<file path="src/hdl/bspline_knot_span_table_macros.svh">
// Assertion macros shared by the knot span table RTL.
`ifndef BSPLINE_KNOT_SPAN_TABLE_MACROS_SVH
`define BSPLINE_KNOT_SPAN_TABLE_MACROS_SVH

// Same-cycle implication, clocked on i_clk, held off while i_rst_n is low.
`define BKST_ASSERT_IMPL(label, ante, cons, msg) \
    label: assert property (@(posedge i_clk) disable iff (!i_rst_n) (ante) |-> cons) \
        else $error(msg);

// Next-cycle implication, clocked on i_clk, held off while i_rst_n is low.
`define BKST_ASSERT_NEXT(label, ante, cons, msg) \
    label: assert property (@(posedge i_clk) disable iff (!i_rst_n) (ante) |=> cons) \
        else $error(msg);

`endif

</file>
<file path="src/hdl/bkst_pkg.sv">
// Types and constants of the knot span table.
`default_nettype none
package bkst_pkg;

    localparam int VAL_W           = 17;
    localparam int OP_W            = 3;
    localparam int RES_IDX_W       = 6;
    localparam int STATUS_W        = 2;
    localparam int COUNT_OUT_W     = 7;

    localparam logic [VAL_W-1:0] KNOT_ZERO = 17'd0;
    localparam logic [VAL_W-1:0] KNOT_ONE  = 17'd65536;
    localparam int SPAN_MARGIN     = 2;
    localparam int MIN_VALID_KNOTS = 4;

    typedef enum logic [OP_W-1:0] {
        OP_CLEAR  = 3'd0,
        OP_APPEND = 3'd1,
        OP_SPAN   = 3'd2,
        OP_INSERT = 3'd3,
        OP_CHECK  = 3'd4
    } t_op;

    typedef enum logic [STATUS_W-1:0] {
        ST_OK    = 2'd0,
        ST_FULL  = 2'd1,
        ST_ORDER = 2'd2,
        ST_FEW   = 2'd3
    } t_status;

    typedef struct packed {
        logic [OP_W-1:0]  op;
        logic [VAL_W-1:0] knot_value;
    } t_item;

    typedef struct packed {
        logic [RES_IDX_W-1:0]   result_index;
        logic [STATUS_W-1:0]    status;
        logic [COUNT_OUT_W-1:0] knot_count;
        logic                   is_valid;
    } t_result;

    typedef struct packed {
        logic load_val;
        logic load_prev;
    } t_cell_ctl;

    typedef struct packed {
        logic lt;
        logic le;
        logic desc;
    } t_cell_flag;

endpackage
`default_nettype wire

</file>
<file path="src/hdl/bkst_cell.sv">
// One knot cell: holds a knot, compares it with the operand and its left neighbour.
`default_nettype none
module bkst_cell import bkst_pkg::*; (
    input  logic             i_clk,
    input  logic             i_active,
    input  logic [VAL_W-1:0] i_val,
    input  logic [VAL_W-1:0] i_prev_knot,
    input  t_cell_ctl        i_ctl,
    output logic [VAL_W-1:0] o_knot,
    output t_cell_flag       o_flag
);

    logic [VAL_W-1:0] r_knot;
    logic [VAL_W-1:0] n_knot;

    always_comb begin
        priority if (i_ctl.load_val) begin
            n_knot = i_val;
        end else if (i_ctl.load_prev) begin
            n_knot = i_prev_knot;   // shift right by one place
        end else begin
            n_knot = r_knot;
        end
    end

    always_ff @(posedge i_clk) begin
        r_knot <= n_knot;
    end

    always_comb begin
        o_flag.lt   = i_active && (r_knot < i_val);
        o_flag.le   = i_active && (r_knot <= i_val);
        o_flag.desc = i_active && (r_knot < i_prev_knot);
    end

    assign o_knot = r_knot;

endmodule
`default_nettype wire

</file>
<file path="config.mk">
export PLATFORM = sky130hd
export DESIGN_NAME = bkst_cell
export DESIGN_NICKNAME = d
export VERILOG_FILES = /design/src/hdl/bspline_knot_span_table_macros.svh /design/src/hdl/bkst_pkg.sv /design/src/hdl/bkst_cell.sv
export SDC_FILE = /design/constraint.sdc
export NUM_CORES = 1
export LEC_CHECK = 0
export BUFFER_PORTS_ARGS = -buffer_cell sky130_fd_sc_hd__buf_2
export CORE_UTILIZATION = 55
export CTS_BUF_LIST = sky130_fd_sc_hd__clkbuf_8
export CTS_CLUSTER_SIZE = 14
export DETAILED_ROUTE_END_ITERATION = 10
export PLACE_DENSITY = 0.88
export SYNTH_ARGS = -nofsm -noshare
export SYNTH_HDL_FRONTEND = slang
export SYNTH_SLANG_ARGS = --single-unit
</file>
<file path="constraint.sdc">
create_clock -name i_clk -period 2.84 [get_ports i_clk]
set_input_delay 0.142 -clock i_clk [delete_from_list [all_inputs] [get_ports i_clk]]
set_output_delay 0.142 -clock i_clk [all_outputs]
set_load 0.01 [all_outputs]
</file>
==> run metrics <==
GR Overflow Total=0; CP endpoint kind=primary output; cells after synthesis=~170; Routed WL=3560 microns; synth cell count leaders=inv_1, ha_1, nand2_1, o21ai_0, edfxtp_1; Max-cap violations=0; Worst EP arrival=1.95 ns; Worst VDD drop=0.000420 V; Mapped Nets=approximately 240; Final Wtd Congestion=roughly 0.86; fraction of registers with async set/reset=0%; Post-DRT Antenna Nets=0; type of the worst min-delay path=in -> reg; critical path required time=2.70 ns; initial antenna violation count=0; IO buf count=between 50 and 60; worst-path fanout max=3; hold path cells=3; post-detail-place hpwl=between 2000 and 3000 microns; clk buf depth=2; Worst-path clk slew=0.07 ns; Seq/Total Area, Yosys=33.5%; post-DR wirelength/cell=between 10 and 15 microns; Startpoint Class=flip-flop; DR iter-0 viols=26; number of synthesized flops with an enable pin=17; largest net degree at the start of global routing=35; Sink Count=17; H-tree depth=1; Post-synth top flop=edfxtp_1; Tot Pwr=slightly below 0.0008 W; Cell Area, Synth=between 1500 and 2000 sq um; FMAX=about 0.48 GHz; area grow syn2layout=23.2%; drt via density=5.34; Detailed Routing Iterations Pass 1=4; first-pass GRT wire length=around 5400 microns; min Tclk post-route=around 2.1 ns; Post-CTS Setup Bufs=0; Synth area leader=edfxtp_1; Initial Utilization=~60%; ranking of synthesized cells by area=edfxtp_1, ha_1, inv_1; Antenna diodes=0; synth unique cells=26; Syn Area/Cell=roughly 9 sq um; vias in the first global route=approximately 1,300; via count=1,389; status=complete, no violations; Die X=around 55 microns; #FFs+latches synth=17; max_slew headroom=between 60% and 70%; DRC viols=0; cell area power density=422 nW/um^2; Final Max Tran Viols=0; total CTS buffers=3; # nets final=approximately 300; cts-stage hold buffer count=0; top-count cell post-synth=inv_1; Clock Tree Root=clkbuf_8; fill cell count=195; Die Area=roughly 3000 sq um; type of the worst setup path=reg -> out; CTS tree=yes; core area=roughly 2500 sq um; RSZ-0062 raised after global routing=false; # rows=18; Pleak=between 1 and 1.5 nW; WHS=between 0.15 and 0.2 ns; Core Util, Final=about three quarters; Ys Warns=0; DIE HEIGHT=about 55 microns; layout cells sized above 1=between 20% and 30%; Final Hold Violating Endpoints=0; Synth top area share=33.5%; Worst Tran Pin Value=slightly above 0.5 ns; period utilisation layout=between 70% and 80%; GRT Total Usage=~26%; final setup violation count=0; final setup TNS=0 ns; Largest register FFs=17; I/O pin total=between 50 and 60; number of gates given a new drive strength after cts=0
-- final timing paths --
check	from	endpoint	slack, ns
worst max-delay path	o_knot[6]	o_flag[1]	0.75
worst min-delay path	i_val[6]	o_knot[6]	0.17
-- cell type report --
type,instances,area (sq um),area share (%)
inverter,34,128,6.80
sequential,17,510,27.2
clock inverter,1,5.00,0.267
tap,30,37.5,2.00
timing repair buffer,57,285,15.2
multi-input combinational,118,870,46.3
clock buffer,3,41.3,2.20
-- placed cells by master, fill, tap and decap left out --
cell type and count:
a211oi_1 2, o2111ai_1 1, nand2_1 23, nand4_1 5, nor3b_1 1, o21ba_1 1, buf_2 57, nand4b_1 1
clkinv_2 1, a41oi_1 2, nand4_2 1, o31a_1 1, a21oi_2 1, nand3_1 2, a21o_1 3, o21ai_0 19
edfxtp_1 17, o21ai_1 3, nor2b_1 2, clkbuf_8 3, mux2_2 1, ha_1 33, nor3_1 1, nor2_1 5
a21oi_1 9, or2_2 1, inv_1 34
-- power breakdown --
group	total (W)	internal, W	switching, W
clock network	0.000189	0.0000976	0.0000910
logic	0.000271	0.000121	0.000150
registers	0.000333	0.000310	0.0000232
-- routing by layer --
metal,track usage [%],routed length [microns],vias to the layer above
li1,-,-,719
met4,3.85,10,0
met5,0,0,-
met2,46.8,1790,44
met3,5.83,175,2
met1,30.4,1590,624
-- worst max-delay path, cell delays in order (launching register included) --
cell	delay [ns]
edfxtp_1	0.44
ha_1	0.35
a21oi_1	0.18
o21ai_0	0.11
o31a_1	0.31
o21ai_1	0.16
buf_2	0.15
-- cells by family (layout without fill, tap and decap cells) --
kind of cell	Yosys count	count (layout)	synth area share, %
AOI/OAI and AO/OA	42	42	16.2
adders and majority gates	33	33	27.1
buffers and inverters	38	95	9.44
DFF	17	17	33.5
muxes	1	1	0.739
and+or+nand+nor	42	42	13.1
-- per-stage QoR --
step,worst slack (ns),std cells,cell area (sq um)
after floorplan,1.14,173,1520
after global placement,1.08,256,1830
after detailed placement,1.07,256,1830
after CTS,0.768,260,1880
after global routing,0.607,260,1880
final,0.749,260,1880
No activity file was read; power rests on OpenSTA's default activity.
